$ cat src/rtl/lpht_fifo.sv
// Short queue between the hashing front and the probing back.
// Generic width; no package dependency.
module lpht_fifo #(
  parameter int unsigned WIDTH = 75,
  parameter int unsigned DEPTH = 2
) (
  input  logic             clk,
  input  logic             rst,
  input  logic             push_valid,
  output logic             push_ready,
  input  logic [WIDTH-1:0] push_data,
  output logic             pop_valid,
  input  logic             pop_ready,
  output logic [WIDTH-1:0] pop_data
);

  localparam int unsigned PTR_W = (DEPTH > 1) ? $clog2(DEPTH) : 1;

  logic [WIDTH-1:0] store [DEPTH];
  logic [PTR_W:0]   wr_ptr;
  logic [PTR_W:0]   rd_ptr;
  logic             empty;
  logic             full;

  assign empty = (wr_ptr == rd_ptr);
  assign full  = (wr_ptr[PTR_W] != rd_ptr[PTR_W]) &&
                 (wr_ptr[PTR_W-1:0] == rd_ptr[PTR_W-1:0]);

  assign push_ready = !full;
  assign pop_valid  = !empty;
  assign pop_data   = store[rd_ptr[PTR_W-1:0]];

  // Advance pointers on each transfer
  always_ff @(posedge clk) begin
    if (rst) begin
      wr_ptr <= '0;
      rd_ptr <= '0;
    end else begin
      if (push_valid && push_ready) wr_ptr <= wr_ptr + 1'b1;
      if (pop_valid && pop_ready)   rd_ptr <= rd_ptr + 1'b1;
    end
  end

  // Hold entries
  always_ff @(posedge clk) begin
    if (push_valid && push_ready) store[wr_ptr[PTR_W-1:0]] <= push_data;
  end

endmodule

$ cat config.mk
export PLATFORM = sky130hd
export DESIGN_NAME = lpht_fifo
export DESIGN_NICKNAME = d
export VERILOG_FILES = /design/src/rtl/lpht_fifo.sv
export SDC_FILE = /design/constraint.sdc
export NUM_CORES = 1
export LEC_CHECK = 0
export ABC_AREA = 1
export BUFFER_PORTS_ARGS = -buffer_cell sky130_fd_sc_hd__buf_2
export CORE_MARGIN = 3
export CORE_UTILIZATION = 40
export DETAILED_ROUTE_END_ITERATION = 10
export HOLD_SLACK_MARGIN = 0.03
export PLACE_DENSITY_LB_ADDON = 0.15
export RECOVER_POWER = 25
export SLEW_MARGIN = 20
export SYNTH_ARGS = -nofsm -noshare
export SYNTH_HDL_FRONTEND = slang
export SYNTH_SLANG_ARGS = --single-unit
$ cat constraint.sdc
create_clock -name clk -period 6 [get_ports clk]
set_input_delay 0.3 -clock clk [delete_from_list [all_inputs] [get_ports clk]]
set_output_delay 0.3 -clock clk [all_outputs]
set_load 0.005 [all_outputs]
==> metrics.md <==
| Metric | Value |
|---|---|
| Status | `finished, final reports clean` |
| Startpoint Class | `flop` |
| First DRT Iteration DRCs | `between 150 and 200` |
| Via count | `3,022` |
| Max Clock Skew | `roughly 0.0044 ns` |
| Kind of end point of the critical path | `output pin` |
| Part of the power in registers | `0.511` |
| PortBufs | `155` |
| Data arrival, critical path | `around 2.4 ns` |
| Core area | `roughly 0.014 mm2` |
| # resized after CTS | `0` |
| ANT nets after route | `0` |
| Hold crit path type | `input port to flop` |
| Clock share of power | `0.365` |
| Sw Pwr | `0.553 mW` |
| Mapped Area | `0.00587 mm2` |
| Peak Freq | `between 300 and 400 MHz` |
| Slew Limit Fails | `0` |
| DIE AREA | `about 0.016 mm2` |
| Pwr Density | `around 350 mW/mm2` |
| Root buffer cell | `clkbuf_16` |
| Combinational Power Share | `0.124` |
| Worst Setup Slack, final | `~3.3 ns` |
| H-tree levels | `4` |
| Area share of the leading cell type in the synthesized netlist | `0.767` |
| Post-synthesis sequential area ratio | `0.784` |
| Area of the multi-input gates | `roughly 0.0012 mm2` |
| RSZ-0062 raised after global routing | `no` |
| First-pass GRT wire length | `between 15,000 and 20,000 um` |
| Max-slew headroom | `0.403` |
| First drt pass iteration count | `4` |
| Io pins | `156` |
| Commonest cells post-synth | `edfxtp_1 (150), mux2_4 (50), mux2_2 (25)` |
| Clock sink count | `155` |
| Slowest stage delay, CP | `between 0.7 and 0.8 ns` |
| Finished Core Util | `0.520` |
| Storage cell area | `0.00461 mm2` |
| Clk pin slew, worst setup/hold paths | `around 0.06 ns` |
| Crit path time final | `approximately 2.7 ns` |
| Total Power | `2.56 mW` |
| Skew-Pair Late Insertion Delay | `between 0.4 and 0.5 ns` |
| GRT overflow | `0` |
| Vias in the first global route | `between 3,000 and 4,000` |
| Drt wl/cell | `16.3 um` |
| CP Data Required Time | `roughly 5.7 ns` |
| Crit-path slowest cell | `buf_4` |
| Clk buf depth | `2` |
| Fin crit share | `0.454` |
| Layout cells sized above 1 | `0.536` |
| Die outline height | `between 100 and 150 um` |
| FP Rows | `between 40 and 50` |
| Initial antenna violation count | `0` |
| Distinct cells, synth | `11` |
| Total wire length | `approximately 10,000 um` |
| Chip width | `between 100 and 150 um` |
| Synthesized area per cell | `around 21 um2` |
| CTS buffer count | `17` |
| Worst Tran Pin Value | `roughly 0.9 ns` |
| Vias/cell | `approximately 4.7` |
| Switching Fraction | `0.216` |
| # fillers | `~1,200` |
| Final Hold Fails | `0` |
| Pre-CTS setup slack | `roughly 3.3 ns` |
| Cell area after layout | `roughly 0.0073 mm2` |
| Top-count cell post-synth | `edfxtp_1` |
| Leakage | `approximately 2.8 nW` |
| Peak supply drop | `between 150 and 200 uV` |
| # hold bufs at CTS | `0` |
| Post-synthesis cell count | `between 200 and 300` |
| Final setup fails | `0` |
| Asr flop ratio synth | `0` |
| Placed Area | `just under 0.007 mm2` |
| Total of max-cap violations | `0` |
| CP cell instances | `buf_4 -> mux2_2 -> buf_2` |
| Kind of critical path | `flop to output pin` |
| Post-synth EDFFs | `150` |
| Starting Density | `0.417` |
| Area Growth Syn to Fin | `24.8%` |
| Dpl hpwl | `6740 um` |
| Nets | `approximately 530` |
| Synth Register Bits | `roughly 160` |
| Largest net degree at the start of global routing | `between 40 and 50` |
| DR DRC count | `0` |
| # diodes | `0` |
| Post-CTS Setup Bufs | `0` |
| Gr usage total | `0.131` |
| Top area cells in the synthesized netlist | `edfxtp_1 (77%), mux2_4 (13%), mux2_2 (4.8%), dfxtp_1 (1.7%), nand2_1 (1.3%)` |
| RePlAce Congestion | `around 0.72` |
| Setup TNS | `0 ns` |
| Synth area leader | `edfxtp_1` |
| Synth Warn # | `0` |
| Internal power | `between 2 and 2.5 mW` |
| CP max FO | `46` |
| Total nets after synthesis | `~360` |
| CTS tree | `done` |
| Top FF cell, synth | `edfxtp_1` |
-- metrics by stage --
step | cells | hold slack, ns
detailed placement | 608 | 0.491
global route | 639 | 0.0516
finish | 639 | 0.0702
CTS | 639 | 0.0473
global placement | 608 | 0.489
floorplan | 278 | 0.399
-- logic make-up (layout without fill, tap and decap cells) --
logic type / Yosys count / count (layout) / synth area share
DFF: 155 / 155 / 0.784
and+or+nand+nor: 28 / 28 / 0.0183
muxes: 75 / 75 / 0.176
AOI/OAI and AO/OA: 4 / 4 / 0.00341
buffers and inverters: 16 / 197 / 0.0183
-- worst max-delay path, delay by kind of cell, from the launching register on --
family | cells | cell delay [ns]
muxes | 1 | 0.44
DFF | 1 | 0.67
buffers and inverters | 2 | 0.84
-- routing by layer --
layer	track usage	vias to the layer above	wire, um
li1	-	1409	-
met1	0.155	1479	4210
met2	0.208	115	5090
met3	0.0569	19	859
met4	0.0599	0	240
met5	0	-	0
-- power groups by stage --
stage	clock (mW)	sequential, mW	combinational (mW)
after floorplan	0	1.32	0.207
after global placement	0	1.33	0.325
after detailed placement	0	1.34	0.327
after CTS	0.962	1.31	0.328
after global routing	1.02	1.32	0.347
final	0.935	1.31	0.318
-- layout by cell type (no fill, tap or decap) --
master / instances
buf_2: 140
clkinv_4: 1
nand2_1: 20
clkbuf_1: 18
clkinv_1: 3
edfxtp_1: 150
nor2_4: 1
nor2_1: 5
clkinv_2: 7
dfxtp_1: 4
nand3_1: 2
a21oi_1: 4
bufinv_16: 1
mux2_2: 25
inv_1: 7
clkbuf_16: 17
dfxtp_4: 1
mux2_4: 50
buf_4: 3
-- area by class of cell --
class	count	share of cell area
well taps	180	0.0307
inverters	8	0.00427
multi-input cells	107	0.159
clock buffers	20	0.0596
flip-flops and latches	155	0.629
clock inverters	11	0.0109
repair buffers	158	0.106
-- state kept, by name (all words and copies together), names as in the netlist, named ones only --
register,flops
wr_ptr,2
rd_ptr,2
store,150
-- worst paths after layout --
path	startpoint	endpoint	slack, ns	cells after the start
worst max-delay path	flop	pop_data[57]	3.27	3
worst min-delay path	push_data[5]	store[0][5]	0.07	1
worst max register to register	wr_ptr[0]	store[0][68]	3.31	7
worst min register to register	wr_ptr[1]	wr_ptr[1]	0.55	2
No activity file was read; power rests on OpenSTA's default activity.
