===== src/rtl/lpht_pkg.sv =====
// Shared types and constants for the linear-probe hash table.
// Used by the front, back and top-level modules; depends on nothing.
package lpht_pkg;

  // Operation codes carried in the input tuser bit
  localparam logic ACT_GET = 1'b0;
  localparam logic ACT_PUT = 1'b1;

  // Murmur3 32-bit finaliser constants
  localparam logic [31:0] MIX_C1 = 32'h85eb_ca6b;
  localparam logic [31:0] MIX_C2 = 32'hc2b2_ae35;
  localparam int unsigned MIX_S1 = 16;
  localparam int unsigned MIX_S2 = 13;

  // One request as it travels from front to back
  typedef struct packed {
    logic        action;
    logic [31:0] key;
    logic [31:0] value;
  } item_t;

  localparam int unsigned ITEM_W = $bits(item_t);

endpackage


===== src/rtl/lpht_front.sv =====
// Front end: accepts requests and computes the murmur3 home slot.
// Depends on lpht_pkg; feeds lpht_fifo.
module lpht_front #(
  parameter int unsigned INDEX_BITS = 10
) (
  input  logic                                  clk,
  input  logic                                  rst,
  input  logic                                  hold,
  input  logic                                  in_valid,
  output logic                                  in_ready,
  input  lpht_pkg::item_t                       in_item,
  output logic                                  q_valid,
  input  logic                                  q_ready,
  output logic [lpht_pkg::ITEM_W+INDEX_BITS-1:0] q_data
);

  typedef enum logic [1:0] {F_IDLE, F_MIX1, F_MIX2, F_PUSH} state_t;

  state_t          state;
  lpht_pkg::item_t item;
  logic [31:0]     h;
  logic [31:0]     h_fin;

  assign in_ready = (state == F_IDLE) && !hold;
  assign q_valid  = (state == F_PUSH);
  assign h_fin    = h ^ (h >> lpht_pkg::MIX_S1);
  assign q_data   = {h_fin[INDEX_BITS-1:0], item};

  // Sequence one item through the two multiply steps
  always_ff @(posedge clk) begin
    if (rst) begin
      state <= F_IDLE;
    end else begin
      case (state)
        F_IDLE: begin
          if (in_valid && in_ready) begin
            item  <= in_item;
            h     <= in_item.key;
            state <= F_MIX1;
          end
        end
        F_MIX1: begin
          h     <= (h ^ (h >> lpht_pkg::MIX_S1)) * lpht_pkg::MIX_C1;
          state <= F_MIX2;
        end
        F_MIX2: begin
          h     <= (h ^ (h >> lpht_pkg::MIX_S2)) * lpht_pkg::MIX_C2;
          state <= F_PUSH;
        end
        F_PUSH: begin
          if (q_ready) state <= F_IDLE;
        end
        default: state <= F_IDLE;
      endcase
    end
  end

endmodule


===== config.mk =====
export PLATFORM = sky130hd
export DESIGN_NAME = lpht_front
export DESIGN_NICKNAME = d
export VERILOG_FILES = /design/src/rtl/lpht_pkg.sv /design/src/rtl/lpht_front.sv
export SDC_FILE = /design/constraint.sdc
export NUM_CORES = 1
export LEC_CHECK = 0
export ABC_AREA = 1
export BUFFER_PORTS_ARGS = -buffer_cell sky130_fd_sc_hd__buf_2
export CORE_MARGIN = 2
export CORE_UTILIZATION = 35
export DETAILED_ROUTE_END_ITERATION = 7
export GPL_TIMING_DRIVEN = 0
export MAX_ROUTING_LAYER = met4
export PLACE_DENSITY = 0.49
export SYNTH_ARGS = -nofsm -noshare
export SYNTH_HDL_FRONTEND = slang
export SYNTH_SLANG_ARGS = --single-unit

===== constraint.sdc =====
create_clock -name clk -period 12.4 [get_ports clk]
set_input_delay 1.24 -clock clk [delete_from_list [all_inputs] [get_ports clk]]
set_output_delay 1.24 -clock clk [all_outputs]
set_load 0.02 [all_outputs]

==> results.sh, run 1 <==
export IMPL_relSlewSlack_pct=15.7
export IMPL_dieArea_um2=65200
export IMPL_path_class="reg2reg"
export IMPL_synth_seq_area_share_pct=13.3
export IMPL_cts_buffers=9
export IMPL_synth_seq_cells=99
export IMPL_crit_path_frequent_cell="fa_1"
export IMPL_drc=0
export IMPL_grt_max_degree=28
export IMPL_grt_usage_pct=23.4
export IMPL_clockRootBuffer="clkbuf_16"
export IMPL_setup_worst_path_start="h[25]"
export IMPL_grt_pass1_wl_um=109000
export IMPL_core_um2=62700
export IMPL_place_area_um2=24000
export IMPL_dp_cells=3422
export IMPL_drt_iter0_markers=1128
export IMPL_cts_tree="built"
export IMPL_synth_area_um2=22100
export IMPL_rr_startpoint="h[25]"
export IMPL_fin_area_um2=24300
export IMPL_worst_pin_slew_ps=1260
export IMPL_synth_cell_types=45
export IMPL_syn_area_per_cell_um2=9.13
export IMPL_place_gp_congestion=0.931
export IMPL_clk_pin_slew_ps=70
export IMPL_hold_buffers=0
export IMPL_synthArstFlopShare_pct=0
export IMPL_place_hpwl_um=65700
export IMPL_die_height_um=255
export IMPL_start_util_pct=35.3
export IMPL_cts_buffer_depth=2
export IMPL_postCtsSetupBuffers=0
export IMPL_synth_nets=3240
export IMPL_slew_violations=0
export IMPL_hold_viol=0
export IMPL_worst_path_max_fanout=8
export IMPL_final_cells=3438
export IMPL_critPathArrivalTime_ps=8680
export IMPL_wl_um=71800
export IMPL_cp_start_kind="register"
export IMPL_rsz0062_at_grt="false"
export IMPL_fmax_mhz=117
export IMPL_final_setup_viol_count=0
export IMPL_ctsResizeCount=0
export IMPL_timing_rr_end="h[31]"
export IMPL_synthCells=2424
export IMPL_nFillCells=6366
export IMPL_detail_route_antenna_nets=0
export IMPL_status="finished clean"
export IMPL_num_vias=16300
export IMPL_synth_edf_count=97
export IMPL_viasPerCell=4.74
export IMPL_period_needed_ps=8570
export IMPL_max_cap_viol_count=0
export IMPL_nNetsFinal=3403
export IMPL_clock_skew_ps=4.62
export IMPL_cts_sinks=99
export IMPL_pin_count=147
export IMPL_multi_input_area_um2=16400
export IMPL_htree_levels=3
export IMPL_clk_latency_ps=360
export IMPL_hold_path_end="state[1]"
export IMPL_die_w_um=255
export IMPL_rows=92
export IMPL_numPortBuffers=146
export IMPL_hold_path_depth=2
export IMPL_hp_start="state[1]"
export IMPL_cpPeakStageDelay_ps=860
export IMPL_antenna_found_initial=1
export IMPL_diodes=0
export IMPL_grt_ovfl_total=0
export IMPL_grt_pass1_vias=17800
export IMPL_ff2ff_setup_slack_ps=3830
export IMPL_crit_required_ps=12510
export IMPL_avgRoutedWirePerCell_um=20.9
export IMPL_regArea_um2=2950
export IMPL_area_delta_synth_final_pct=9.92
export IMPL_r2r_cells=28
export IMPL_dr_pass1_iters=6
export IMPL_crit_slowest_cell="xor2_1"
export IMPL_hp_class="reg2reg"
export IMPL_drive_gt1_share_pct=7.75
export IMPL_holdWs_ps=581
export IMPL_finalSetupTns_ps=0
export IMPL_cp_end_kind="register"
export IMPL_period_share_pct=69.1
export IMPL_synthFlopType="edfxtp_1"
export IMPL_yosys_warnings=0
==> synthesized netlist by cell type, drive strengths merged (3+ instances only) <==
master / n / area, um2
inv: 724 / 2720
fa: 390 / 7810
ha: 356 / 4450
nand2: 317 / 1210
a21oi: 113 / 566
nor2: 107 / 402
edfxtp: 97 / 2910
o21ai: 80 / 404
nand3: 60 / 305
xor2: 37 / 324
xnor2: 26 / 228
a31oi: 21 / 131
nand4: 17 / 106
clkbuf: 11 / 42.5
or2: 11 / 68.8
nand3b: 9 / 67.6
a21o: 7 / 52.6
nor3: 7 / 40.0
buf: 6 / 46.3
o21bai: 6 / 48.8
o21a: 4 / 30.0
a21boi: 3 / 22.5
o211ai: 3 / 22.5
==> cell type report <==
type | instances | share of cell area, %
buffer | 17 | 0.365
clock buffer | 10 | 0.942
timing repair buffer | 152 | 3.39
tap | 846 | 4.35
multi-input combinational | 1583 | 67.4
sequential | 99 | 12.1
inverter | 725 | 11.2
clock inverter | 6 | 0.262
==> layout by cell type (no fill, tap or decap), types with 26 or more instances in the layout <==
| cell | Yosys | layout |
|---|---|---|
| o21ai_0 | 75 | 75 |
| buf_2 | 1 | 147 |
| nand2_1 | 308 | 308 |
| nor2_1 | 107 | 106 |
| xnor2_1 | 26 | 26 |
| xor2_1 | 37 | 36 |
| nand3_1 | 59 | 59 |
| fa_1 | 390 | 390 |
| a21oi_1 | 113 | 113 |
| inv_1 | 719 | 719 |
| edfxtp_1 | 97 | 97 |
| ha_1 | 356 | 356 |
==> flip-flops by register name, summed over array words and instances (netlist names) <==
signal / flops
state: 2
h: 32
q_data: 65
==> worst max-delay path by stage <==
stage	endpoint	slack, ps
after global routing	h[31]	3450
after CTS	h[31]	3850
final	h[31]	3830
after global placement	h[31]	3890
after detailed placement	h[31]	3880
after floorplan	h[28]	5160
==> stage by stage <==
stage / setup slack [ps] / utilization, %
after global placement: 3890 / 38.1
after detailed placement: 3880 / 38.3
final: 3830 / 38.8
after global routing: 3450 / 38.8
after floorplan: 5160 / -
after CTS: 3850 / 38.8
==> metal layers <==
metal  wire [um]  vias up  global-route usage [%]
li1            -     7745                       -
met1       33100     7971                    31.7
met2       32000      473                    36.1
met3        4030       99                    3.46
met4        2550        0                    7.79
met5           0        -                       -
==> kinds of logic after synthesis <==
logic type               share of synthesized area [%]
AND/OR/NAND/NOR                                   10.0
XOR/XNOR                                          2.49
flip-flops                                        13.3
AO/OA/AOI/OAI                                     6.00
adder cells (fa/ha/maj)                           55.4
buffers and inverters                             12.7
==> worst max-delay path, delay by kind of cell, from the launching register on <==
kind / cells / cell delay (ps)
buffers and inverters: 5 / 550
adder cells (fa/ha/maj): 9 / 4070
flip-flops: 1 / 600
XOR/XNOR: 1 / 860
AO/OA/AOI/OAI: 4 / 710
AND/OR/NAND/NOR: 9 / 1500
Power of run 1 is not shown: default switching activity piles up to over one toggle a cycle in this logic, so the estimate is an artifact.
==> inputs of run 2 (changes only) <==
--- a/config.mk
+++ b/config.mk
@@ -5,14 +5,14 @@
 export SDC_FILE = /design/constraint.sdc
 export NUM_CORES = 1
 export LEC_CHECK = 0
-export ABC_AREA = 1
+export ABC_AREA = 0
 export BUFFER_PORTS_ARGS = -buffer_cell sky130_fd_sc_hd__buf_2
 export CORE_MARGIN = 2
 export CORE_UTILIZATION = 35
 export DETAILED_ROUTE_END_ITERATION = 7
 export GPL_TIMING_DRIVEN = 0
 export MAX_ROUTING_LAYER = met4
-export PLACE_DENSITY = 0.49
+export PLACE_DENSITY = 0.51
 export SYNTH_ARGS = -nofsm -noshare
 export SYNTH_HDL_FRONTEND = slang
 export SYNTH_SLANG_ARGS = --single-unit
==> constraint.sdc (replaced) <==
create_clock -name clk -period 7.05 [get_ports clk]
set_input_delay 0.705 -clock clk [delete_from_list [all_inputs] [get_ports clk]]
set_output_delay 0.705 -clock clk [all_outputs]
set_load 0.02 [all_outputs]
==> run 2 against run 1 <==
The flow now finishes with violations (setup timing); cell count shrank 12%; maximum frequency grew 20%; sequential cell count did not move; first-iteration DRC count shrank 29%; clock-buffer cell count is 1 lower; critical path type unchanged.
==> results.sh, run 2 <==
export IMPL_status="finished, violations left"
export IMPL_violations="setup timing"
export IMPL_worst_path_max_fanout=4
export IMPL_grt_pass1_vias=16100
export IMPL_area_delta_synth_final_pct=20.1
export IMPL_cp_top_family="adder cells"
export IMPL_path_class="reg2reg"
export IMPL_cts_buffer_depth=2
export IMPL_critical_path_buf_inv_count=6
export IMPL_pin_count=147
export IMPL_drc=0
export IMPL_rr_startpoint="h[25]"
export IMPL_fin_ws_ps=-104
export IMPL_avgRoutedWirePerCell_um=21.5
export IMPL_period_needed_ps=7150
export IMPL_nNetsFinal=3067
export IMPL_met3RoutedLength_um=4260
export IMPL_viasPerCell=4.74
export IMPL_place_gp_congestion=0.969
export IMPL_start_util_pct=35.5
export IMPL_hold_path_end="q_data[64]"
export IMPL_cp_start_kind="register"
export IMPL_yosys_top_cells_count="inv_1, fa_1, ha_1, xnor2_1, edfxtp_1"
export IMPL_syn_area_per_cell_um2=10.6
export IMPL_wl_met2_um=29500
export IMPL_die_w_um=249
export IMPL_synth_seq_area_share_pct=14.0
export IMPL_relSlewSlack_pct=39.8
export IMPL_synth_seq_cells=99
export IMPL_fmax_mhz=140
export IMPL_clockRootBuffer="clkbuf_16"
export IMPL_hold_path_depth=1
export IMPL_synth_cell_types=59
export IMPL_layout_commonest_cell="inv_1"
export IMPL_die_height_um=249
export IMPL_r2r_cells=27
export IMPL_synthArstFlopShare_pct=0
export IMPL_drive_gt1_share_pct=19.5
export IMPL_top_layer_used="met4"
export IMPL_dieArea_um2=62100
export IMPL_holdWs_ps=511
export IMPL_ff2ff_setup_slack_ps=-100
export IMPL_cts_tree="built"
export IMPL_largest_reg_flops=65
export IMPL_yosys_warnings=0
export IMPL_rsz0062_at_grt="true"
export IMPL_grt_max_degree=57
export IMPL_worst_pin_slew_ps=898
export IMPL_critPathArrivalTime_ps=7260
export IMPL_synthCells=1979
export IMPL_hold_buffers=0
export IMPL_hp_start="in_item[64]"
export IMPL_final_setup_viol_count=5
export IMPL_synth_top_area_share_pct=37.1
export IMPL_cts_sinks=99
export IMPL_place_hpwl_um=57200
export IMPL_utilization_pct=42.7
export IMPL_timing_rr_end="h[28]"
export IMPL_rows=89
export IMPL_antenna_found_initial=1
export IMPL_grt_usage_pct=22.3
export IMPL_numPortBuffers=146
export IMPL_crit_required_ps=7160
export IMPL_synth_nets=2795
export IMPL_hold_viol=0
export IMPL_cp_end_kind="register"
export IMPL_cpPeakStageDelay_ps=520
export IMPL_detail_route_antenna_nets=0
export IMPL_clock_skew_ps=14.1
export IMPL_synth_edf_count=97
export IMPL_wl_um=65100
export IMPL_htree_levels=3
export IMPL_period_share_pct=101
export IMPL_dr_pass1_iters=5
export IMPL_grt_ovfl_total=0
export IMPL_hp_class="in2reg"
export IMPL_synthFlopType="edfxtp_1"
export IMPL_core_um2=59200
export IMPL_yosysMostFrequentCell="inv_1"
export IMPL_num_vias=14400
export IMPL_synth_area_top_cells="fa_1, ha_1, edfxtp_1, inv_1, xnor2_1"
export IMPL_cts_buffers=9
export IMPL_max_cap_viol_count=0
export IMPL_synth_area_um2=21000
export IMPL_synth_top_area_cell="fa_1"
export IMPL_wl_met1_um=29300
export IMPL_clk_latency_ps=370
export IMPL_clk_pin_slew_ps=80
export IMPL_slew_violations=0
export IMPL_crit_path_frequent_cell="fa_1"
export IMPL_crit_slowest_cell="fa_1"
export IMPL_grt_pass1_wl_um=99500
export IMPL_drt_iter0_markers=804
export IMPL_final_cell_mix="inv_1, fa_1, ha_1"
[run 2: cell type report]
class | instances | area [um2]
flip-flops and latches | 99 | 2950
plain buffers | 15 | 113
well taps | 773 | 967
multi-input cells | 1239 | 16800
inverters | 625 | 2350
diodes | 1 | 2.50
fillers | 5792 | 34000
repair buffers | 262 | 1750
clock buffers | 9 | 225
clock inverters | 7 | 70.1
[run 2: worst max path at each step]
stage,startpoint,to,slack (ps),depth (start not counted)
finish,h[25],h[28],-100,27
global route,h[25],h[28],-300,27
CTS,h[14],h[31],-30,24
detailed placement,h[19],h[30],-1330,25
global placement,h[16],h[31],-1460,22
floorplan,h[25],h[28],-20,27
[run 2: timing repair]
item,CTS,global route
buffers inserted,88,24
pin swaps,35,50
setup endpoints to repair,18,13
resized for setup,129,64
[run 2: cell families after synthesis]
family	count (synthesis)	share of synthesized area [%]
adder cells (fa/ha/maj)	746	58.3
AND/OR/NAND/NOR	135	3.18
XOR/XNOR	162	6.74
flip-flops	99	14.0
multiplexers	1	0.0476
buffers and inverters	641	11.7
AO/OA/AOI/OAI	195	6.05
[run 2: per-layer routing]
| layer | track usage (%) | up-vias |
|---|---|---|
| li1 | - | 6642 |
| met3 | 4.48 | 76 |
| met1 | 29.7 | 7206 |
| met2 | 34.6 | 432 |
| met4 | 6.28 | 0 |
| met5 | - | - |
[run 2: through the flow]
stage | TNS [ps] | instances | setup WS (ps) | cell area, um2
detailed placement | -15120 | 2903 | -1330 | 22900
floorplan | -15.5 | 1979 | -15.5 | 21100
global placement | -18510 | 2898 | -1460 | 22800
finish | -354 | 3030 | -104 | 25300
CTS | -65.2 | 3007 | -33.8 | 24800
global route | -1410 | 3030 | -296 | 25300
Power of run 2 is left out for the same reason.
